## src/hw/rtl/ece_pkg.sv

```systemverilog
// Shared types, constants and table builder for the easing curve evaluator.
// Used by every module under hw/rtl; depends on nothing else.
package ece_pkg;

    // Curve selector codes, one member per input code.
    typedef enum logic [2:0] {
        CURVE_LINEAR      = 3'd0,
        CURVE_SMOOTH      = 3'd1,
        CURVE_SINE_IN     = 3'd2,
        CURVE_SINE_OUT    = 3'd3,
        CURVE_SINE_INOUT  = 3'd4,
        CURVE_BACK_IN     = 3'd5,
        CURVE_BACK_OUT    = 3'd6,
        CURVE_BACK_INOUT  = 3'd7
    } t_curve;

    // Per-stage load enables, one for each pipeline register stage.
    typedef struct packed {
        logic s6;
        logic s5;
        logic s4;
        logic s3;
        logic s2;
        logic s1;
        logic s0;
    } t_stage_ld;

    localparam int NUM_STAGES = 7;

    // Field widths.
    localparam int CMD_W  = 3;
    localparam int PROG_W = 17;
    localparam int SPAN_W = 24;
    localparam int OUT_W  = 25;

    // Internal widths: curve value, inner back term, product after stage three.
    localparam int U_W    = 17;
    localparam int C_W    = 19;
    localparam int V_W    = 18;
    localparam int Y_W    = 19;
    localparam int B_W    = 36;
    localparam int MAC_W  = 38;
    localparam int PROD_W = 54;
    localparam int SCL_W  = 43;

    // Q16 constants.
    localparam logic [U_W-1:0]          ONE_Q16   = 17'h10000;
    localparam logic [U_W-1:0]          HALF_Q16  = 17'h08000;
    localparam logic signed [C_W-1:0]   C_ONE     = 19'sd65536;
    localparam logic signed [Y_W-1:0]   THREE_Q16 = 19'sd196608;

    // Back overshoot s+1 in Q16 and s in Q32; in-out variant scaled by 1.525.
    localparam logic signed [Y_W-1:0]   Y_IN  = 19'sd177051;
    localparam logic signed [Y_W-1:0]   Y_IO  = 19'sd235596;
    localparam logic signed [B_W-1:0]   Z_IN  = 36'sd111515 <<< 16;
    localparam logic signed [B_W-1:0]   Z_IO  = 36'sd170060 <<< 16;

    // Output saturation limits.
    localparam logic signed [OUT_W-1:0] OUT_MAX = 25'sh0FFFFFF;
    localparam logic signed [OUT_W-1:0] OUT_MIN = 25'sh1000000;

    // Quarter turn in Q30 for the sine table series.
    localparam longint PI_HALF_Q30 = 64'sd1686629713;

    // Quotient of a nonnegative value by a positive divisor, by long division.
    // Only called while the design elaborates.
    function automatic longint quot_pos(input longint num, input longint den);
        longint q;
        longint rem;
        q = 0;
        rem = 0;
        for (int b = 62; b >= 0; b--) begin
            rem = (rem <<< 1) | ((num >>> b) & 64'sd1);
            q = q <<< 1;
            if (rem >= den) begin
                rem = rem - den;
                q = q | 64'sd1;
            end
        end
        return q;
    endfunction

    // One sine table entry in Q16 from a Q30 Taylor series, rounded to nearest.
    // Only called while the design elaborates.
    function automatic logic [U_W-1:0] sine_entry(input int idx, input int tbits);
        longint x;
        longint x2;
        longint term;
        longint sum;
        longint r;
        x = (PI_HALF_Q30 * longint'(idx)) >>> tbits;
        x2 = (x * x) >>> 30;
        term = x;
        sum = x;
        for (int k = 1; k <= 8; k++) begin
            term = (term * x2) >>> 30;
            term = quot_pos(term, longint'((2 * k) * (2 * k + 1)));
            if ((k & 1) == 1) begin
                sum = sum - term;
            end else begin
                sum = sum + term;
            end
        end
        if (sum < 0) begin
            sum = 0;
        end
        r = (sum + 64'sd8192) >>> 14;
        if (r > 64'sd65536) begin
            r = 64'sd65536;
        end
        return U_W'(r);
    endfunction

endpackage

```

## src/hw/rtl/ece_scale.sv

```systemverilog
// Scaling back end: delays span alongside the curve, multiplies, floors and
// saturates into the output register. Depends on ece_pkg.
module ece_scale (
    input  logic                              i_clk,
    input  ece_pkg::t_stage_ld                i_ld,
    input  logic signed [ece_pkg::SPAN_W-1:0] i_span,
    input  logic signed [ece_pkg::C_W-1:0]    i_c,
    output logic signed [ece_pkg::OUT_W-1:0]  o_eased_value
);
    import ece_pkg::*;

    logic signed [SPAN_W-1:0] r_span [0:4];
    logic signed [SCL_W-1:0]  n_p;
    logic signed [SCL_W-1:0]  r5_p;
    logic signed [SCL_W-1:0]  n_r;
    logic signed [OUT_W-1:0]  n_out;
    logic signed [OUT_W-1:0]  r6_out;

    // Span travels with its item through the curve stages.
    always_ff @(posedge i_clk) begin
        if (i_ld.s0) begin
            r_span[0] <= i_span;
        end
        if (i_ld.s1) begin
            r_span[1] <= r_span[0];
        end
        if (i_ld.s2) begin
            r_span[2] <= r_span[1];
        end
        if (i_ld.s3) begin
            r_span[3] <= r_span[2];
        end
        if (i_ld.s4) begin
            r_span[4] <= r_span[3];
        end
    end

    // Stage 5: span times curve value.
    assign n_p = SCL_W'(r_span[4]) * SCL_W'(i_c);

    always_ff @(posedge i_clk) begin
        if (i_ld.s5) begin
            r5_p <= n_p;
        end
    end

    // Stage 6: floor by 2^16 and clamp to the output range.
    assign n_r = r5_p >>> 16;

    always_comb begin
        priority if (n_r > SCL_W'(OUT_MAX)) begin
            n_out = OUT_MAX;
        end else if (n_r < SCL_W'(OUT_MIN)) begin
            n_out = OUT_MIN;
        end else begin
            n_out = OUT_W'(n_r);
        end
    end

    always_ff @(posedge i_clk) begin
        if (i_ld.s6) begin
            r6_out <= n_out;
        end
    end

    assign o_eased_value = r6_out;

endmodule

```

## config.mk

```make
export PLATFORM = sky130hd
export DESIGN_NAME = ece_scale
export DESIGN_NICKNAME = d
export VERILOG_FILES = /design/src/hw/rtl/ece_pkg.sv /design/src/hw/rtl/ece_scale.sv
export SDC_FILE = /design/constraint.sdc
export NUM_CORES = 1
export LEC_CHECK = 0
export BUFFER_PORTS_ARGS = -buffer_cell sky130_fd_sc_hd__buf_2
export CORE_UTILIZATION = 59
export CTS_CLUSTER_SIZE = 24
export DETAILED_ROUTE_END_ITERATION = 12
export GPL_ROUTABILITY_DRIVEN = 1
export PLACE_DENSITY = 0.84
export SETUP_SLACK_MARGIN = 0.2
export SYNTH_ARGS = -nofsm -noshare
export SYNTH_HDL_FRONTEND = slang
export SYNTH_SLANG_ARGS = --single-unit
```

## constraint.sdc

```tcl
create_clock -name i_clk -period 7.85 [get_ports i_clk]
set_clock_uncertainty 0.15 [all_clocks]
set_input_delay 1.57 -clock i_clk [delete_from_list [all_inputs] [get_ports i_clk]]
set_output_delay 1.57 -clock i_clk [all_outputs]
set_load 0.01 [all_outputs]
```

# Word level (Yosys, flattened, before mapping)
# Memories as Yosys holds them, arrays and structs flattened.
# Index checks and enable logic that the tools add are counted.
[totals]
ff_bits = 68
mem_bits_rw = 120
input_bits = 51
out_inout_bits = 25
word_cells = 17
n_memories = 1
[mem_list]
columns = ["memory", "depth", "word_bits", "read_ports", "rd_ports_with_merged_regs", "write_ports", "line", "text"]
rows = [
  ["r_span", 5, 24, 5, 0, 5, "ece_scale.sv:12", "logic signed [SPAN_W-1:0] r_span [0:4];"],
]
[classes]
multipliers = 1
order_cmp = 2
n_mux = 11
[ops]
columns = ["op", "count"]
rows = [
  ["multiplier 24 x 19 -> 43 bit", 1],
  ["> comparator 27 x 25 -> 1 bit (second input constant)", 1],
  ["less-than comparator 27 x 25 -> 1 bit (second input constant)", 1],
  ["two-way mux 25 bit", 1],
  ["two-way mux 1 bit", 10],
]

# Longest topological paths before layout
# Gate-level depths: netlist (run 1).
[depth]
word_depth = 2
ltp_mapped = 26
ltp_nobuf = 24

# Least setup slack after synthesis (run 1)
# OpenSTA, ideal clock, no wires.
[synth_path]
kind = "input to register"
start = "in i_c[1] (netlist bit)"
end = "reg r5_p[42], data pin"
setup_ns = 0.260
t_arrival_ns = 7.267
slack_ns = 0.173
cell_stages = 23
n_path_buf = 1
cell_sequence = "clkbuf_1 nand2_1 inv_1 fa_1 inv_1 fa_1 fa_1 inv_1 fa_1 inv_1 fa_1 inv_1 fa_1 ha_1 ha_1 nand2_1 o21a_1 nor2b_1 o311ai_2 nand4_2 o311ai_4 a21oi_2 xnor2_1"
[synth_via]
elab_chain_cells = 1
[synth_lines]
columns = ["item", "line", "text"]
rows = [
  ["start: declaration", "ece_scale.sv:7", "input logic signed [ece_pkg::C_W-1:0] i_c,"],
  ["multiplier 24 x 19 -> 43 bit", "ece_scale.sv:39", "assign n_p = SCL_W'(r_span[4]) * SCL_W'(i_c);"],
  ["via n_p[42]", "ece_scale.sv:13", "logic signed [SCL_W-1:0] n_p;"],
  ["end signal: assignment", "ece_scale.sv:43", "r5_p <= n_p;"],
  ["end: declaration", "ece_scale.sv:14", "logic signed [SCL_W-1:0] r5_p;"],
]
# The timed path passes the listed nets, and every way through them passes these cells.
# A chain may end at the register's enable or synchronous reset.

# Worst setup path after layout (run 1)
[layout_path]
start = "in i_c[18] (netlist bit)"
end = "reg r5_p[36], data pin"
# The elaborated chain is that of the path after synthesis.

==> results of run 1 <==
==> layout by cell type, fill, tap and decap left out, types with 2 or more instances in the layout <==
cell	count
buf_2	72
o211ai_1	2
buf_4	113
o311ai_4	2
a21oi_2	4
a311oi_1	2
o21ai_1	3
clkinv_8	4
inv_1	453
fa_2	3
xor2_1	13
o21ai_0	6
fa_1	450
buf_6	6
nand4_1	6
a31oi_2	2
nand2b_1	5
nand2_1	232
nor3_1	2
ha_1	115
nand3_1	5
a21oi_1	23
and2_1	206
a21o_1	6
nor2_1	72
inv_6	5
clkbuf_16	17
ha_4	3
o21bai_1	4
inv_8	4
a31oi_1	2
edfxtp_1	172
nor2b_1	2
xnor2_1	26
==> critical path, cell delays in order <==
cell        delay (ns)
buf_2             0.25
clkinvlp_4        0.27
buf_4             0.24
nor2_1            0.25
fa_1              0.52
fa_1              0.53
fa_1              0.45
fa_1              0.56
fa_1              0.45
fa_1              0.44
ha_1              0.29
ha_1              0.30
a21oi_1           0.17
o21a_1            0.21
nor2b_4           0.25
o311ai_4          0.19
nand4_4           0.19
nand2_1           0.10
a21o_1            0.20
xor2_1            0.14
==> metrics by stage <==
| step | instances | TNS, ns | instance area [µm²] | hold slack (ns) |
|---|---|---|---|---|
| finish | 2535 | 0 | 23500 | 0.253 |
| global route | 2535 | 0 | 23500 | 0.266 |
| CTS | 2530 | 0 | 23300 | 0.257 |
| detailed placement | 2498 | -4.13 | 22700 | 0.255 |
| global placement | 2498 | -2.69 | 22700 | 0.250 |
| floorplan | 1929 | 0 | 21200 | 0.250 |
==> area by class of cell <==
class	count	area [µm²]	area share
Multi-Input combinational cell	1222	14200	0.603
Sequential cell	172	5160	0.219
Inverter	455	1710	0.0727
Timing Repair Buffer	193	1300	0.0554
Tap cell	461	577	0.0245
Clock buffer	17	425	0.0181
Clock inverter	15	168	0.00712
==> logic make-up after synthesis <==
kind of cell / after synthesis
and+or+nand+nor: 540
AOI/OAI and AO/OA: 72
buffers and inverters: 535
xor gates and xnor gates: 39
adders and majority gates: 571
DFF: 172
==> registers in the layout (all words and copies together) (netlist names) <==
register       flops
o_eased_value     25
r5_p              27
r_span           120
==> worst max-delay path by stage <==
| stage | to | cells after the start | slack (ns) | start |
|---|---|---|---|---|
| after floorplan | r5_p[42]$_DFFE_PP_ | 23 | 0.24 | i_c[1] |
| after global placement | r5_p[40]$_DFFE_PP_ | 24 | -0.36 | i_c[1] |
| after detailed placement | r5_p[36]$_DFFE_PP_ | 24 | -0.47 | i_c[1] |
| after CTS | r5_p[36]$_DFFE_PP_ | 24 | 0.22 | i_c[1] |
| after global routing | r5_p[40]$_DFFE_PP_ | 23 | 0.16 | i_c[3] |
| final | r5_p[36]$_DFFE_PP_ | 20 | 0.30 | i_c[18] |
==> timing repair <==
item | in CTS | in global routing
gates resized for setup | 6 | 35
setup endpoints to repair | 8 | 15
pin swaps | 0 | 27
setup buffers | 0 | 5
==> routing by layer <==
metal	up-vias	GRT usage	wire length, µm
met5	-	0	0
met4	0	0.136	2200
met3	169	0.0597	3730
met2	637	0.495	25500
met1	7203	0.324	16700
li1	5971	-	-
==> impl_metrics.yaml, run 1 <==
synthesis:
  synth_top_family_by_area: "adder cells"
  ys_ff_latch: 172
  synth_ff_type: "edfxtp_1"
  synth-simple-area-share: 0.124
  syn_avg_cell_area_um2: 11.0
  synth_top_area_frac: 0.428
  synthesis.area_um2: 21200
  yosys.area.top_type: "fa_1"
  synth_compound_area_frac: 0.0238
  ys_warn_count: 0
  synth_mux_area_frac: 0
  synthTopCellsByCount: "454 x inv_1, 453 x fa_1, 232 x nand2_1"
  yosys-top-cells-area: "fa_1 43%, edfxtp_1 24%, inv_1 8.0%"
  ys_types: 47
  async_reset_ff_frac: 0
  ys_seq_area_frac: 0.244
  yosysMostFrequentCell: "inv_1"
  synth_edf_count: 172
  syn_nets: 2551
  synth_xor_area_frac: 0.0161
  synthCells: 1929
  synth_fa_ha_area_frac: 0.498
cells_and_area:
  area_growth_pct: 11.0
  drive_gt1_frac: 0.125
  fillers: 2550
  nets: 2683
  n_antenna_cell: 0
  final_util: 0.663
sta:
  hold_viol: 0
  fmax_mhz: 132
  layout_min_cycle_time_ns: 7.55
  slew_viol_final: 0
  setup_violations: 0
  worst_pin_slew_ns: 0.969
  setup_ws_ns: 0.297
  finalCritPeriodShare: 0.962
  rsz0062_at_grt: "no"
  slew-limit-headroom: 0.354
drt:
  ant_nets: 0
  drc_errors: 0
  drtPass1Iterations: 6
  num_vias: 13980
  first_iter_violations: 1077
  wl_per_cell_um: 19.0
  via_per_inst: 5.51
  routed_wl_mm: 48.2
floorplan:
  initial_core_util: 0.597
  die_y_um: 192
  io_pins: 76
  core_um2: 35500
  die_x_um: 192
  fp-row-count: 69
  die_area_um2: 36700
min_path:
  hp-start: "r_span[0][69]$_DFFE_PP_"
  hold_end: "r_span[0][93]$_DFFE_PP_"
  hp-class: "reg -> reg"
  min_path_cells: 0
clock_network:
  postCtsHoldBufs: 0
  cts_max_level: 4
  clockBufferDepth: 2
  path_clk_slew_ns: 0.08
  root_buffer: "clkbuf_16"
  numCtsBuffers: 17
  clkLatencyLatePin_ns: 0.46
  clock-sinks: 172
  cts_tree: "yes"
worst_setup_path:
  startpoint_type: "primary input"
  reg2reg_slack_ns: 0.61
  rr_startpoint: "r_span[0][103]$_DFFE_PP_"
  cp_max_fo: 12
  end_kind: "register"
  reg2reg_to: "r5_p[40]$_DFFE_PP_"
  worstRegToRegCells: 20
  arrival_ns: 7.60
  crit_type: "in -> reg"
  critPathRequiredTime_ns: 7.90
flow_run:
  maxCapViolations: 0
placed_design:
  place_hpwl_mm: 38.2
  io_buffers: 75
  gp_congestion: 0.949
  place_ws_ns: -0.468
global_route:
  grt_max_degree: 28
  grt_overflow: 0
  grt_pass1_wl_mm: 77.1
  grt_util_all_layers: 0.280
  grt_pass1_vias: 15596
  antenna_found_initial: 0
run_status:
  status: "complete, no violations"
Power of run 1 is left out: the tool's default activity adds up to more than one toggle a clock period on the data nets, which glitch-free logic cannot reach.
==> inputs of run 2 (changes only) <==
--- a/config.mk
+++ b/config.mk
@@ -6,6 +6,7 @@
 export NUM_CORES = 1
 export LEC_CHECK = 0
 export BUFFER_PORTS_ARGS = -buffer_cell sky130_fd_sc_hd__buf_2
+export CORE_ASPECT_RATIO = 0.9
 export CORE_UTILIZATION = 59
 export CTS_CLUSTER_SIZE = 24
 export DETAILED_ROUTE_END_ITERATION = 12
==> constraint.sdc (replaced) <==
create_clock -name i_clk -period 6.5 [get_ports i_clk]
set_clock_uncertainty 0.15 [all_clocks]
set_input_delay 1.3 -clock i_clk [delete_from_list [all_inputs] [get_ports i_clk]]
set_output_delay 1.3 -clock i_clk [all_outputs]
set_load 0.01 [all_outputs]
==> run 2 against run 1 <==
Effect of this change: the flow now finishes with violations (setup timing); flip-flop and latch count unchanged; final cell count up 4.8%; critical path depth is 2 higher; sequential share of layout area is 1.9 points lower; core utilization is 6.8 points higher; register-to-register slack worse by 0.98 ns; worst setup slack lost 1.0 ns; non-clock buffer count rose by 114; clock-buffer cell count is 1 higher; global-route usage increased by 3.8 points; via count grew 9.0%; highest routed layer is now met5.
==> impl_metrics.yaml, run 2 (synthesized netlist as in run 1, its figures left out) <==
flow_run:
  maxCapViolations: 0
sta:
  worst_pin_slew_ns: 1.20
  hold_viol: 0
  setup_ws_ns: -0.711
  slew-limit-headroom: 0.194
  setup_violations: 25
  rsz0062_at_grt: "yes"
  layout_min_cycle_time_ns: 7.21
  timing.setup.tns_ns: -13.30
  finalCritPeriodShare: 1.11
  slew_viol_final: 0
  fmax_mhz: 139
cells_and_area:
  n_antenna_cell: 0
  layout_commonest_cell: "inv_1"
  nets: 2797
  drive_gt1_frac: 0.231
  largest_register_ffs: 120
  area_growth_pct: 21.4
  fin_cells: 2657
  final_cell_mix: "435 x inv_1, 430 x fa_1, 221 x nand2_1"
  top_register: "r_span"
worst_setup_path:
  cp_max_fo: 8
  worstRegToRegCells: 25
  critical-path-max-stage-delay_ns: 0.59
  worstPathCellList: "buf_12, and2_1, fa_2, fa_1, inv_1, fa_1, inv_1, fa_1, fa_2, fa_1, fa_2, ha_4, a21oi_4, o2111ai_2, a211oi_2, buf_4, o31ai_4, buf_4, a31oi_4, o21ai_2, buf_4, xor2_2"
  end_kind: "register"
  arrival_ns: 7.22
  startpoint_type: "primary input"
  critPathRequiredTime_ns: 6.51
  cp_slowest_cell: "fa_2"
  crit_top_cell: "fa_1"
  crit_type: "in -> reg"
global_route:
  grt_busiest_layer: "met2"
  grt_overflow: 0
  grt_util_all_layers: 0.319
  grt_pass1_vias: 17297
  met1_usage: 0.368
  grt_max_degree: 28
  antenna_found_initial: 1
  grt_pass1_wl_mm: 89.5
  use_met2: 0.564
  grt_util_met3: 0.0463
clock_network:
  postCtsHoldBufs: 0
  clockBufferDepth: 2
  clkLatencyLatePin_ns: 0.42
  path_clk_slew_ns: 0.07
  root_buffer: "clkbuf_16"
  cts_tree: "yes"
  cts_max_level: 4
  numCtsBuffers: 17
  clock-sinks: 172
min_path:
  hp-class: "reg -> reg"
  min_path_cells: 0
placed_design:
  dp.cells: 2588
  gp_congestion: 0.911
  place_hpwl_mm: 40.6
  io_buffers: 75
run_status:
  violations: "setup timing"
  status: "complete, but fails checks"
floorplan:
  die_y_um: 182
  core_um2: 35200
  die_x_um: 202
  io_pins: 76
  die_area_um2: 36700
  initial_core_util: 0.602
  fp-row-count: 65
drt:
  first_iter_violations: 1307
  drtPass1Iterations: 6
  num_vias: 15242
  routed_wl_mm: 58.7
  wl_per_cell_um: 22.1
  via_per_inst: 5.74
  ant_nets: 0
  drc_errors: 0
run 2: cell types whose count changed in the layout (fill, tap and decap cells not counted), sizes merged:
cell,before,now
clkinv,6,7
bufinv,0,2
clkinvlp,1,2
inv,463,458
buf,192,305
clkbuf,18,20
run 2: final cells by class:
cell class,instances,area (µm²)
Inverter,455,1710
Tap cell,469,587
Clock inverter,14,143
Fill cell,2031,9480
Sequential cell,172,5160
Timing Repair Buffer,307,2710
Multi-Input combinational cell,1222,15000
Clock buffer,18,429
run 2: routing by layer:
metal / wire length [µm] / share of wire / vias up
met4: 4540 / 0.077 / 2
met5: 11 / 0.00019 / -
met3: 4700 / 0.080 / 388
met1: 19000 / 0.32 / 7716
met2: 30400 / 0.52 / 935
li1: - / - / 6201
run 2: critical path: cells and delay by family:
kind / cells / cell delay (ns)
adder cells (fa/ha/maj): 8 / 3.77
AO/OA/AOI/OAI: 6 / 0.92
buffers and inverters: 6 / 0.80
AND/OR/NAND/NOR: 1 / 0.25
XOR/XNOR: 1 / 0.15
run 2: what timing repair did:
item                                    4_1_cts  5_1_grt
gates cloned                                  4        0
resized for setup                           144       74
setup buffers                                22       11
endpoints found under the setup margin       27       27
pin swaps                                    78       76
run 2: through the flow:
stage	utilization	cell area, µm²	setup WS (ns)	hold WS (ns)
6_report	0.731	25700	-0.711	0.265
5_1_grt	0.731	25700	-0.818	0.272
4_1_cts	0.720	25300	-0.475	0.267
3_5_place_dp	0.677	23800	-1.21	0.255
3_3_place_gp	0.677	23800	-1.05	0.251
2_1_floorplan	-	21600	-0.550	0.250
run 2: final timing paths:
kind                            startpoint                      end  slack (ns)
setup / recovery                    i_c[1]       r5_p[33]$_DFFE_PP_       -0.71
hold / removal     r_span[0][30]$_DFFE_PP_  r_span[0][54]$_DFFE_PP_        0.26
setup reg to reg  r_span[0][113]$_DFFE_PP_       r5_p[29]$_DFFE_PP_       -0.37
hold reg to reg    r_span[0][30]$_DFFE_PP_  r_span[0][54]$_DFFE_PP_        0.26
Power of run 2 is left out for the same reason.
==> inputs of run 3 (changes only) <==
--- a/config.mk
+++ b/config.mk
@@ -5,13 +5,15 @@
 export SDC_FILE = /design/constraint.sdc
 export NUM_CORES = 1
 export LEC_CHECK = 0
+export ABC_AREA = 1
 export BUFFER_PORTS_ARGS = -buffer_cell sky130_fd_sc_hd__buf_2
 export CORE_ASPECT_RATIO = 0.9
-export CORE_UTILIZATION = 59
+export CORE_UTILIZATION = 62
 export CTS_CLUSTER_SIZE = 24
 export DETAILED_ROUTE_END_ITERATION = 12
 export GPL_ROUTABILITY_DRIVEN = 1
-export PLACE_DENSITY = 0.84
+export PLACE_DENSITY = 0.85
+export REMOVE_ABC_BUFFERS = 1
 export SETUP_SLACK_MARGIN = 0.2
 export SYNTH_ARGS = -nofsm -noshare
 export SYNTH_HDL_FRONTEND = slang
==> constraint.sdc (replaced) <==
create_clock -name i_clk -period 7.55 [get_ports i_clk]
set_clock_uncertainty 0.15 [all_clocks]
set_input_delay 1.51 -clock i_clk [delete_from_list [all_inputs] [get_ports i_clk]]
set_output_delay 1.51 -clock i_clk [all_outputs]
set_load 0.01 [all_outputs]
==> run 3 against run 2 <==
Effect of this change: the flow now finishes without violations; core utilization down 3.9 points; worst hold slack worse by 0.0043 ns; synthesized cell count up 26%; largest cell class unchanged.
==> impl_metrics.yaml, run 3 <==
worst_setup_path:
  critical-path-max-stage-delay_ns: 0.60
  worstPathCellList: "buf_2, nand2_1, inv_1, fa_1, inv_1, fa_1, fa_2, buf_4, fa_1, inv_1, fa_1, inv_1, fa_1, inv_1, ha_1, ha_1, nand2_1, buf_4, nor2_1, nand2_2, nor3_4, nand4_1, nand4_1, nand2_1"
  end_kind: "register"
  crit_type: "in -> reg"
  critPathLaunch: "i_c[3]"
  worstRegToRegCells: 21
  reg2reg_to: "r5_p[39]$_DFFE_PP_"
  cp_max_fo: 13
  reg2reg_slack_ns: 0.76
  cp_slowest_cell: "fa_1"
  rr_startpoint: "r_span[0][103]$_DFFE_PP_"
  critPathRequiredTime_ns: 7.60
  startpoint_type: "primary input"
  arrival_ns: 7.22
drt:
  ant_nets: 0
  drtPass1Iterations: 6
  wl_per_cell_um: 17.5
  num_vias: 15996
  via_per_inst: 5.32
  routed_wl_mm: 52.6
  first_iter_violations: 1240
  drc_errors: 0
sta:
  layout_min_cycle_time_ns: 7.17
  finalCritPeriodShare: 0.949
  fmax_mhz: 140
  timing.setup.tns_ns: 0
  slew-limit-headroom: 0.211
  hold_viol: 0
  setup_violations: 0
  slew_viol_final: 0
  worst_pin_slew_ns: 1.18
  rsz0062_at_grt: "yes"
min_path:
  min_path_cells: 0
  hp-start: "r_span[0][94]$_DFFE_PP_"
  hp-class: "reg -> reg"
  hold_end: "r_span[0][118]$_DFFE_PP_"
flow_run:
  maxCapViolations: 0
cells_and_area:
  area_growth_pct: 8.77
  nets: 3148
  final_cell_mix: "732 x inv_1, 567 x nand2_1, 450 x fa_1"
  drive_gt1_frac: 0.0926
  top_register: "r_span"
  final_util: 0.692
  layout_commonest_cell: "inv_1"
  design_area_um2: 24500
  fillers: 2571
  largest_register_ffs: 120
  n_antenna_cell: 0
global_route:
  antenna_found_initial: 0
  grt_max_degree: 28
  grt_pass1_wl_mm: 87.5
  grt_pass1_vias: 17851
  grt_overflow: 0
  grt_util_all_layers: 0.309
floorplan:
  die_y_um: 183
  fp-row-count: 65
  io_pins: 76
  die_x_um: 203
  initial_core_util: 0.636
  die_area_um2: 37100
  core_um2: 35500
clock_network:
  cts_tree: "yes"
  cts_max_level: 4
  path_clk_slew_ns: 0.08
  cts_setup_buffers: 0
  clkLatencyLatePin_ns: 0.45
  clockBufferDepth: 2
  numCtsBuffers: 17
  root_buffer: "clkbuf_16"
  clock-sinks: 172
run_status:
  status: "complete, no violations"
synthesis:
  yosys.area.top_type: "fa_1"
  ys_warn_count: 0
  synth_edf_count: 172
  ys_types: 31
  synth_ff_type: "edfxtp_1"
  synthTopCellsByCount: "732 x inv_1, 568 x nand2_1, 453 x fa_1"
  yosysMostFrequentCell: "inv_1"
  synthCells: 2439
  async_reset_ff_frac: 0
  yosys-top-cells-area: "fa_1 40%, edfxtp_1 23%, inv_1 12%"
  ys_seq_area_frac: 0.229
  synthesis.area_um2: 22500
  ys_ff_latch: 172
  syn_avg_cell_area_um2: 9.24
  synth_top_area_frac: 0.402
placed_design:
  gp_congestion: 0.988
  place_hpwl_mm: 42.9
  post_dp_cell_area_um2: 23800
  io_buffers: 75
## run 3: cell count changes after synthesis, moves of 13 or more
cell and change:
a21oi_1 +44, and2_1 -205, inv_1 +278, nand2_1 +336, nand2_2 +15, nand3_1 +21, nor2_1 +13, xnor2_1 -18
## run 3: critical path: cells and delay by family
kind                       cells  cell delay, ns
adders and majority gates      8            3.78
and+or+nand+nor                8            1.12
buffers and inverters          8            0.82
## run 3: routing by layer
| layer | GRT usage | vias up | share of wire |
|---|---|---|---|
| li1 | - | 7171 | - |
| met1 | 0.368 | 7848 | 0.37 |
| met2 | 0.526 | 762 | 0.49 |
| met3 | 0.0606 | 215 | 0.085 |
| met4 | 0.178 | 0 | 0.057 |
| met5 | 0 | - | 0 |
## run 3: cell type report
type	instances	area [µm²]	share of cell area
Clock inverter	15	208	0.00847
Multi-Input combinational cell	1437	14300	0.584
Inverter	739	2770	0.113
Sequential cell	172	5160	0.211
Clock buffer	17	425	0.0173
Tap cell	469	587	0.0239
Timing Repair Buffer	159	1050	0.0429
## run 3: cells by family (layout without fill, tap and decap cells)
kind of cell,Yosys count,after routing,synth area share
buf+inv,830,930,0.139
fa+ha+maj,571,571,0.468
flops,172,172,0.229
xor+xnor,24,24,0.00932
compound gates,118,118,0.0288
simple gates,724,724,0.127
## run 3: how the worst max path moves through the flow
stage,depth (start not counted),slack (ns),end
after global routing,24,0.15,r5_p[39]$_DFFE_PP_
final,24,0.38,r5_p[39]$_DFFE_PP_
after global placement,21,-0.17,r5_p[39]$_DFFE_PP_
after floorplan,21,0.47,r5_p[41]$_DFFE_PP_
after detailed placement,21,-0.26,r5_p[39]$_DFFE_PP_
after CTS,21,0.21,r5_p[39]$_DFFE_PP_
## run 3: timing repair
action / 4_1_cts / 5_1_grt
resized for setup: 0 / 23
endpoints found under the setup margin: 0 / 15
hold endpoints to repair: 0 / 0
hold buffers: 0 / 0
## run 3: per-stage QoR
step                      setup WS (ns)  instances  hold slack [ns]
after floorplan                   0.473       2348            0.250
after global placement           -0.174       2976            0.250
after detailed placement         -0.259       2976            0.255
after CTS                         0.211       3008            0.261
after global routing              0.146       3008            0.268
final                             0.383       3008            0.260
Power of run 3 is left out for the same reason.
